--- src/sv/blu_pkg.sv ---
// Shared types, constants and fixed-point helpers for the banded LU solver.
// Used by every module of the block except blu_ram; depends on nothing.
package blu_pkg;

    localparam int MAX_SIZE_DEF = 32;
    localparam int RES_LIMIT    = 32;
    localparam int CW           = 6;     // loop counters, hold 0 .. 63
    localparam int QUEUE_DEPTH  = 4;
    localparam int S_DATA_W     = 48;
    localparam int M_DATA_W     = 40;

    localparam logic [0:0] CFG_SIZE_IN_USE = 1'b0;
    localparam logic [0:0] CFG_HALF_BW     = 1'b1;

    localparam logic [5:0] SIZE_RESET = 6'd32;
    localparam logic [4:0] HBW_RESET  = 5'd1;

    typedef enum logic [1:0] {
        KIND_LOAD_A = 2'd0,
        KIND_LOAD_B = 2'd1,
        KIND_SOLVE  = 2'd2
    } kind_t;

    typedef enum logic [1:0] {
        STAT_OK         = 2'd0,
        STAT_ZERO_PIVOT = 2'd1,
        STAT_SATURATED  = 2'd2
    } status_t;

    typedef struct packed {
        kind_t              kind;
        logic [4:0]         row;
        logic [4:0]         col;
        logic signed [31:0] value;
    } item_t;

    typedef struct packed {
        logic clearing;
        logic q_full;
    } fe_status_t;

    typedef struct packed {
        logic               sat;
        logic signed [31:0] val;
    } q16_t;

    typedef struct packed {
        logic               sat;
        logic signed [63:0] acc;
    } acc_sat_t;

    typedef enum logic [3:0] {
        ST_CLEAR,
        ST_IDLE,
        ST_INIT,
        ST_INIT2,
        ST_CHK,
        ST_MUL,
        ST_ACC,
        ST_FIN,
        ST_RND,
        ST_DIVW,
        ST_OUT_RD,
        ST_OUT_EMIT
    } bk_state_t;

    typedef enum logic [1:0] {
        PH_FU,
        PH_FL,
        PH_FWD,
        PH_BWD
    } phase_t;

    // Q16.16 to Q32.32
    function automatic logic signed [63:0] wide_q(input logic signed [31:0] v);
        return {{16{v[31]}}, v, 16'h0000};
    endfunction

    function automatic logic [63:0] mag64(input logic signed [63:0] v);
        return v[63] ? (64'd0 - 64'(v)) : 64'(v);
    endfunction

    // Apply sign to a magnitude and saturate to 32 bits
    function automatic q16_t pack_q(input logic [63:0] m, input logic neg);
        q16_t r;
        logic [63:0] nm;
        nm = 64'd0 - m;
        if (neg) begin
            r.sat = (m > 64'h0000_0000_8000_0000);
            r.val = r.sat ? 32'sh8000_0000 : nm[31:0];
        end
        else begin
            r.sat = (m > 64'h0000_0000_7FFF_FFFF);
            r.val = r.sat ? 32'sh7FFF_FFFF : m[31:0];
        end
        return r;
    endfunction

    // acc - p, clamped to the 64-bit range
    function automatic acc_sat_t sat_sub(input logic signed [63:0] acc,
                                         input logic signed [63:0] p);
        acc_sat_t r;
        logic [64:0] d;
        d = {acc[63], acc} - {p[63], p};
        r.sat = d[64] ^ d[63];
        if (r.sat)
            r.acc = d[64] ? {1'b1, 63'd0} : {1'b0, {63{1'b1}}};
        else
            r.acc = d[63:0];
        return r;
    endfunction

endpackage

--- src/sv/blu_queue.sv ---
// Short item queue between the front end and the execution back end.
// Depends on blu_pkg for the item type.
module blu_queue #(
    parameter int DEPTH = blu_pkg::QUEUE_DEPTH
) (
    input  logic          clk,
    input  logic          rst_n,
    input  logic          push,
    input  blu_pkg::item_t push_item,
    output logic          full,
    input  logic          pop,
    output blu_pkg::item_t pop_item,
    output logic          empty
);
    import blu_pkg::*;

    localparam int PW = (DEPTH > 1) ? $clog2(DEPTH) : 1;
    localparam int NW = $clog2(DEPTH + 1);

    item_t          slot_reg [DEPTH];
    logic [PW-1:0]  wr_reg, rd_reg;
    logic [NW-1:0]  cnt_reg;

    assign full     = (cnt_reg == NW'(DEPTH));
    assign empty    = (cnt_reg == '0);
    assign pop_item = slot_reg[rd_reg];

    // store pushed items
    always_ff @(posedge clk)
    begin
        if (push)
        begin
            slot_reg[wr_reg] <= push_item;
        end
    end

    // advance pointers and fill count
    always_ff @(posedge clk or negedge rst_n)
    begin
        if (!rst_n)
        begin
            wr_reg  <= '0;
            rd_reg  <= '0;
            cnt_reg <= '0;
        end
        else
        begin
            if (push)
            begin
                wr_reg <= (wr_reg == PW'(DEPTH - 1)) ? '0 : wr_reg + 1'b1;
            end
            if (pop)
            begin
                rd_reg <= (rd_reg == PW'(DEPTH - 1)) ? '0 : rd_reg + 1'b1;
            end
            if (push && !pop)
            begin
                cnt_reg <= cnt_reg + 1'b1;
            end
            else if (pop && !push)
            begin
                cnt_reg <= cnt_reg - 1'b1;
            end
        end
    end

endmodule

--- config.mk ---
export PLATFORM = sky130hd
export DESIGN_NAME = blu_queue
export DESIGN_NICKNAME = d
export VERILOG_FILES = /design/src/sv/blu_pkg.sv /design/src/sv/blu_queue.sv
export SDC_FILE = /design/constraint.sdc
export NUM_CORES = 1
export LEC_CHECK = 0
export ABC_AREA = 1
export BUFFER_PORTS_ARGS = -buffer_cell sky130_fd_sc_hd__buf_2
export CAP_MARGIN = 20
export CORE_UTILIZATION = 45
export CTS_BUF_LIST = sky130_fd_sc_hd__clkbuf_2 sky130_fd_sc_hd__clkbuf_4 sky130_fd_sc_hd__clkbuf_8
export DETAILED_ROUTE_END_ITERATION = 7
export PLACE_DENSITY_LB_ADDON = 0.25
export REMOVE_ABC_BUFFERS = 1
export SLEW_MARGIN = 20
export SYNTH_ARGS = -nofsm -noshare
export SYNTH_HDL_FRONTEND = slang
export SYNTH_SLANG_ARGS = --single-unit
--- constraint.sdc ---
create_clock -name clk -period 5.9 [get_ports clk]
set_clock_uncertainty 0.2 [all_clocks]
set_input_delay 0 -clock clk [delete_from_list [all_inputs] [get_ports clk]]
set_output_delay 0 -clock clk [all_outputs]
set_load 0.02 [all_outputs]
==> results of run 1 <==
## power by group through the flow
stage	registers [W]	clock network (W)	logic, W
after CTS	0.00173	0.000858	0.00142
after detailed placement	0.00176	0	0.00139
final	0.00173	0.000843	0.00139
after global placement	0.00175	0	0.00136
after global routing	0.00175	0.000906	0.00155
after floorplan	0.00178	0	0.000886
## worst max-delay path: stages (launching register included)
cell      delay, ns
dfrtp_1        0.43
inv_4          0.68
buf_4          0.69
nand2_1        0.13
o211ai_1       0.12
nand2_1        0.08
buf_2          0.16
## what timing repair did
action | 4_1_cts | 5_1_grt
endpoints found under the hold margin | 222 | 0
gates resized for setup | 0 | 0
buffers inserted | 0 | 0
hold buffers | 48 | 0
## synth_stat cells
| master | instances |
|---|---|
| nand3_1 | 1 |
| ha_1 | 6 |
| inv_2 | 2 |
| nand2_1 | 147 |
| edfxtp_1 | 176 |
| nand4_1 | 1 |
| xnor2_1 | 1 |
| nor2_1 | 2 |
| buf_4 | 7 |
| fa_1 | 1 |
| buf_6 | 12 |
| o211ai_1 | 88 |
| o21ai_0 | 4 |
| nor3_1 | 2 |
| dfrtp_1 | 7 |
| inv_1 | 99 |
| buf_2 | 9 |
## layer usage
layer  vias to the layer above  global-route usage, %
li1                       2232                      -
met1                      2116                   20.6
met2                        97                   28.9
met3                        14                   5.21
met4                         0                   6.69
met5                         -                      0
## worst paths after layout
kind | start | end | slack, ns | cells past startpoint
worst max-delay path | rd_reg[0] | pop_item[11] | 2.86 | 6
worst min-delay path | push_item[39] | slot_reg[1][39] | 0.08 | 2
worst max register to register | wr_reg[0] | slot_reg[0][21] | 3.80 | 5
worst min register to register | cnt_reg[2] | cnt_reg[2] | 0.34 | 2
max in group asynchronous | rst_n | rd_reg[1] | 4.94 | 3
min in group asynchronous | rst_n | cnt_reg[0] | 0.28 | 3
## per-stage QoR
step	setup slack, ns	hold slack (ns)	power, W	utilization [%]	instances
4_1_cts	2.85	0.0615	0.00401	55.4	932
2_1_floorplan	3.51	-0.496	0.00266	-	537
3_3_place_gp	3.48	-0.359	0.00311	49.9	852
6_report	2.86	0.0834	0.00397	55.4	932
3_5_place_dp	3.37	-0.352	0.00315	49.9	852
5_1_grt	2.59	0.0747	0.00420	55.4	932
## logic make-up (layout without fill, tap and decap cells)
family | count (synthesis) | count (layout)
XOR/XNOR | 1 | 1
buffers and inverters | 129 | 280
AO/OA/AOI/OAI | 92 | 92
AND/OR/NAND/NOR | 153 | 153
adder cells (fa/ha/maj) | 7 | 7
flip-flops | 183 | 183
## area by class of cell
class,count,area [um^2],area share (%)
inverter,101,382,4.30
clock inverter,10,129,1.45
tap,216,270,3.05
sequential,183,5460,61.6
multi-input combinational,253,1370,15.4
clock buffer,22,272,3.06
timing repair buffer,147,991,11.2
==> results.txt, run 1 <==
status - complete, no violations
synthesis-to-layout area growth - 19.3%
PwrDens - 447 nW/um^2
Mapped Avg Cell Area - 13.2 um^2
critical path arrival - 2.84 ns
RD Place Congestion - 0.692
Met1 Wirelength - 6.18 mm
Die ar. - 17000 um^2
startpoint types - flip-flop
# DRC - 0
Die X - 131 um
largest area contributor in the synthesized netlist - edfxtp_1
Synth Cell Area - 7440 um^2
worst-path fanout max - 102
commonest non-fill, non-tap cell in the layout - edfxtp_1
fin crit share - 51.6%
VDD IR max - 0.000283 V
Port Buffers - 93
number of global-route vias before repair - 4294
Slew Viols, Final - 0
YS warnings - 0
DR top layer - met4
number of diodes - 0
CTS tree - built
num rows - 46
Tightest Hold Check Type - primary input to flip-flop
first-pass GRT wire length - 21.2 mm
internal power - 0.00252 W
Final Setup Violations - 0
Pleak - 3.62 nW
NetSw - 0.00144 W
met2 WL - 6.65 mm
largest family of logic cells by synthesized area - compound AO/OA/AOI/OAI gates
routed wire length - 13.7 mm
Slew HR - 36.4%
worst-skew pair later-pin latency - 0.46 ns
Least-Margin Pin Slew - 0.954 ns
Synth Area in Compound Gates - 9.15%
Via density - 4.78
DR iter-0 viols - 340
RSZ-0062 raised after global routing - false
design area - 8870 um^2
grt total ovfl - 0
Die Y - 131 um
Critical Path End Type - primary output
GRT Util Overall - 17.1%
drt wl/cell - 14.8 um
Max Cap Violations - 0
worst-case clock buffer depth - 2
Seq pwr share - 43.6%
post-synthesis simple-gate area fraction - 7.81%
# fillers - 1346
max FFs per register - 176
ANT nets after route - 0
mux cell area share after synthesis - 0%
post-synthesis cell count - 565
initial antenna violation count - 0
Cell Area, Placed - 7990 um^2
final hold vios - 0
setup tns final - 0 ns
Crit Path Category - flip-flop to primary output
sequential share of the synthesized area - 73.4%
CTS root buffer - clkbuf_8
top-area cell type share of the netlist area - 71.1%
share of cells above drive strength 1 - 18.9%
# clock sinks - 183
commonest non-fill, non-tap cells in the layout - edfxtp_1, nand2_1, inv_1
Detail Placement HPWL - 7.85 mm
switch share - 36.4%
Clock H-tree levels - 4
Nets - 758
maximum number of pins on one net before global-route repair - 103
Post-Synth XOR/XNOR Area - 0.118%
I/O pin cnt - 94
met3 WL post-DR - 750 um
drt pass-1 iters - 6
TritonCTS Buffers - 17
post-synth cell types - 17
Clk network pwr share - 21.3%
leading post-synthesis cells by cell area - edfxtp_1, o211ai_1, nand2_1
Worst-path clk slew - 0.09 ns
FF+latch count, synth - 183
CP Data Required Time - 5.70 ns
Starting Density - 46.5%
Post-Synth Adder-Cell Area - 1.28%
fin crit period - 3.04 ns
routed via count - 4459
core outline area - 16000 um^2
Logic pwr share - 35.1%
maximum clock frequency - 329 MHz
Note: power is estimated with default switching activity, not from simulation.
==> run 2, diff against run 1 <==
==> constraint.sdc (replaced) <==
create_clock -name clk -period 3.05 [get_ports clk]
set_clock_uncertainty 0.2 [all_clocks]
set_input_delay 0 -clock clk [delete_from_list [all_inputs] [get_ports clk]]
set_output_delay 0 -clock clk [all_outputs]
set_load 0.02 [all_outputs]
==> run 2 against run 1 <==
Hold slack better by 0.013 ns. Global-route usage down 0.14 points. Sequential power up 93%. First-iteration DRC count down 37%. Combinational power up 97%. Count of clock-buffer cells in the layout down 2. Flip-flop and latch count unchanged. Register-to-register slack worse by 2.8 ns.
==> results.txt, run 2 (same netlist as run 1, synthesis figures left out) <==
RD Place Congestion - 0.760
fin crit share - 78.7%
maximum clock frequency - 417 MHz
hold depth - 2
CP Data Required Time - 2.85 ns
GRT Util Overall - 17.0%
Via density - 4.73
number of global-route vias before repair - 4321
ANT nets after route - 0
peak per-stage delay on the critical path - 0.55 ns
CTS tree - built
Starting Density - 46.5%
Nets - 762
Clock H-tree levels - 4
drt pass-1 iters - 4
Worst path top cell family by delay - buffers and inverters
commonest non-fill, non-tap cells in the layout - edfxtp_1, nand2_1, inv_1
critical path arrival - 2.20 ns
Worst-path clk slew - 0.09 ns
crit-path cells - inv_4 -> buf_12 -> nand2_1 -> o211ai_1 -> nand2_1 -> buf_2
drt wl/cell - 14.5 um
Slew Viols, Final - 0
startpoint types - flip-flop
Worst Path Buf+Inv - 3
Max Cap Violations - 0
Critical Path End Type - primary output
Slew HR - 41.1%
Non-Filler Instances - 936
worst-skew pair later-pin latency - 0.45 ns
Pleak - 3.65 nW
Power Total - 0.00773 W
Least-Margin Pin Slew - 0.882 ns
worst-case clock buffer depth - 2
Detail Placement HPWL - 8.45 mm
DR iter-0 viols - 214
routed via count - 4426
VDD IR max - 0.000546 V
RSZ-0062 raised after global routing - false
maximum number of pins on one net before global-route repair - 80
Cells after DPL - 856
worst-path fanout max - 79
buffer count from post-CTS setup fixing - 0
cell count of the worst reg-to-reg path - 5
num rows - 46
PwrDens - 864 nW/um^2
core outline area - 16000 um^2
# DRC - 0
max FFs per register - 176
Crit Path Category - flip-flop to primary output
commonest non-fill, non-tap cell in the layout - edfxtp_1
Die Y - 131 um
grt total ovfl - 0
TritonCTS Buffers - 17
routed wire length - 13.6 mm
number of diodes - 0
Die X - 131 um
initial antenna violation count - 0
Tightest Hold Check Type - primary input to flip-flop
share of cells above drive strength 1 - 19.4%
Die ar. - 17000 um^2
fin crit period - 2.40 ns
most used cell, CP - nand2_1
stages on the worst setup path - 6
setup tns final - 0 ns
# clock sinks - 183
first-pass GRT wire length - 21.2 mm
Final Setup Violations - 0
Port Buffers - 93
I/O pin cnt - 94
final hold vios - 0
CTS root buffer - clkbuf_8
Worst path slowest cell - inv_4
synthesis-to-layout area growth - 20.3%
status - complete, no violations
==> run 2: cell count changes in the layout (fill, tap and decap cells not counted) <==
cell	delta
buf_12	+3
buf_4	+1
clkbuf_4	-2
clkinv_1	-1
clkinv_2	-1
clkinv_4	+1
clkinvlp_4	+2
inv_6	+1
==> run 2: timing repair <==
item                      CTS  global route
resized for setup           0             0
hold buffers               48             0
hold endpoints to repair  223             0
==> run 2: report_power, final <==
part | internal, W | switching [W]
Combinational | 0.000858 | 0.00188
Clock | 0.000834 | 0.000808
Sequential | 0.00322 | 0.000122
==> run 2: final cells by class <==
class	instances	area, um^2
clock inverters	12	153
repair buffers	151	1060
multi-input cells	253	1370
clock buffers	20	256
fillers	1363	7050
well taps	216	270
inverters	101	382
flip-flops and latches	183	5460
==> run 2: per-layer routing <==
metal / track usage [%] / vias to the layer above / wire length (um)
met5: 0 / - / 0
met1: 21.1 / 2067 / 6000
li1: - / 2240 / -
met4: 6.36 / 0 / 104
met3: 4.32 / 8 / 760
met2: 28.8 / 111 / 6710
==> run 2: worst paths after layout <==
check / startpoint / slack, ns / to
hold reg to reg: cnt_reg[2] / 0.32 / cnt_reg[2]
min in group asynchronous: rst_n / 0.31 / cnt_reg[2]
max in group asynchronous: rst_n / 2.05 / rd_reg[1]
setup reg to reg: wr_reg[1] / 1.05 / slot_reg[1][3]
setup / recovery: rd_reg[0] / 0.65 / pop_item[21]
hold / removal: push_item[24] / 0.1 / slot_reg[3][24]
==> run 2: metrics by stage <==
stage | util [%] | setup WS, ns | area, um^2 | hold slack (ns)
6_report | 55.9 | 0.651 | 8950 | 0.0963
5_1_grt | 55.9 | 0.424 | 8950 | 0.0760
4_1_cts | 55.9 | 0.596 | 8950 | 0.0568
3_5_place_dp | 50.4 | 1.04 | 8060 | -0.342
3_3_place_gp | 50.4 | 1.11 | 8060 | -0.349
2_1_floorplan | - | 0.660 | 7200 | -0.496
==> run 3, diff against run 2 <==
==> constraint.sdc (replaced) <==
create_clock -name clk -period 2.2 [get_ports clk]
set_clock_uncertainty 0.2 [all_clocks]
set_input_delay 0 -clock clk [delete_from_list [all_inputs] [get_ports clk]]
set_output_delay 0 -clock clk [all_outputs]
set_load 0.02 [all_outputs]
==> run 3 against run 2 <==
Via count rose by 2.3%. Critical path depth fell by 2. Register-to-register slack got worse by 0.58 ns. Worst setup slack got worse by 0.47 ns. Largest cell class unchanged.
==> results.txt, run 3 (same netlist as run 1, synthesis figures left out) <==
status - complete, no violations
Critical Path End Type - primary output
crit-path cells - buf_4 -> o211ai_1 -> nand2_1 -> buf_2
Tightest Hold Check Type - primary input to flip-flop
Detail Placement HPWL - 8.90 mm
grt total ovfl - 0
core outline area - 16000 um^2
max FFs per register - 176
CP Data Required Time - 2.00 ns
Non-Filler Instances - 939
worst-case clock buffer depth - 2
commonest non-fill, non-tap cell in the layout - edfxtp_1
worst-path fanout max - 45
Die X - 131 um
Slew HR - 62.0%
hold depth - 2
commonest non-fill, non-tap cells in the layout - edfxtp_1, nand2_1, inv_1
Max Cap Violations - 0
ANT nets after route - 0
PwrDens - 1190 nW/um^2
DR iter-0 viols - 278
# fillers - 1378
CTS root buffer - clkbuf_8
# clock sinks - 183
Die ar. - 17000 um^2
Pleak - 3.66 nW
synthesis-to-layout area growth - 20.4%
VDD IR max - 0.000549 V
RD Place Congestion - 0.678
critical path arrival - 1.82 ns
fin crit share - 91.9%
num rows - 46
startpoint types - flip-flop
Worst Path Buf+Inv - 2
I/O pin cnt - 94
fin crit period - 2.02 ns
number of diodes - 0
worst-skew pair later-pin latency - 0.45 ns
peak per-stage delay on the critical path - 0.48 ns
Slew Viols, Final - 0
drt wl/cell - 15.3 um
final setup margin - 0.178 ns
Post-Place Setup Slack - 0.466 ns
Cells after DPL - 860
Starting Density - 46.5%
buffer count from post-CTS setup fixing - 0
drt pass-1 iters - 4
Nets - 766
final hold vios - 0
GRT Util Overall - 17.7%
first-pass GRT wire length - 22.2 mm
WHS - 0.0911 ns
Die Y - 131 um
number of global-route vias before repair - 4451
Via density - 4.82
cell count of the worst reg-to-reg path - 4
CTS tree - built
Least-Margin Pin Slew - 0.571 ns
maximum clock frequency - 495 MHz
RSZ-0062 raised after global routing - false
routed wire length - 14.4 mm
stages on the worst setup path - 4
share of cells above drive strength 1 - 19.9%
Worst path top cell family by delay - buffers and inverters
setup tns final - 0 ns
routed via count - 4530
# DRC - 0
Worst path slowest cell - buf_4
maximum number of pins on one net before global-route repair - 46
Worst-path clk slew - 0.09 ns
Final Setup Violations - 0
Port Buffers - 93
initial antenna violation count - 0
TritonCTS Buffers - 17
Crit Path Category - flip-flop to primary output
Clock H-tree levels - 4
run 3: layout make-up:
type                            instances  area [um^2]  share of cell area, %
Tap cell                              216          270                   3.02
Timing Repair Buffer                  155         1110                   12.4
Inverter                              101          392                   4.37
Multi-Input combinational cell        253         1370                   15.2
Clock inverter                         13          109                   1.22
Clock buffer                           18          241                   2.70
Sequential cell                       183         5460                   61.0
run 3: repair_timing:
action,CTS,global route
hold buffers,48,0
gates resized for setup,1,5
hold endpoints to repair,210,0
cloned,0,0
setup endpoints to repair,4,9
run 3: report_power, final:
part           internal, W  leakage [nW]  switching (W)  total, W
registers          0.00447          1.70       0.000180   0.00465
clock network     0.000891         0.169        0.00115   0.00204
logic              0.00127          1.79        0.00267   0.00394
run 3: metrics by stage:
stage / instance area [um^2] / total power [W] / util (%)
final: 8950 / 0.0106 / 56.0
after global routing: 8950 / 0.0113 / 56.0
after CTS: 8940 / 0.0107 / 55.9
after detailed placement: 8110 / 0.00863 / 50.7
after global placement: 8110 / 0.00853 / 50.7
after floorplan: 7200 / 0.00714 / -
run 3: worst paths after layout:
check	startpoint	to	slack (ns)
setup / recovery	rd_reg[1]	pop_item[35]	0.18
hold / removal	push_item[2]	slot_reg[3][2]	0.09
setup reg to reg	wr_reg[0]	slot_reg[3][14]	0.47
hold reg to reg	cnt_reg[2]	cnt_reg[2]	0.31
max in group asynchronous	rst_n	rd_reg[1]	1.13
min in group asynchronous	rst_n	cnt_reg[1]	0.34
run 3: per-layer routing:
layer / vias up / routed length, um / GRT usage, %
met5: - / 0 / 0
met4: 0 / 193 / 6.76
met3: 16 / 649 / 4.07
met2: 103 / 7130 / 30.3
met1: 2161 / 6390 / 21.9
li1: 2250 / - / -
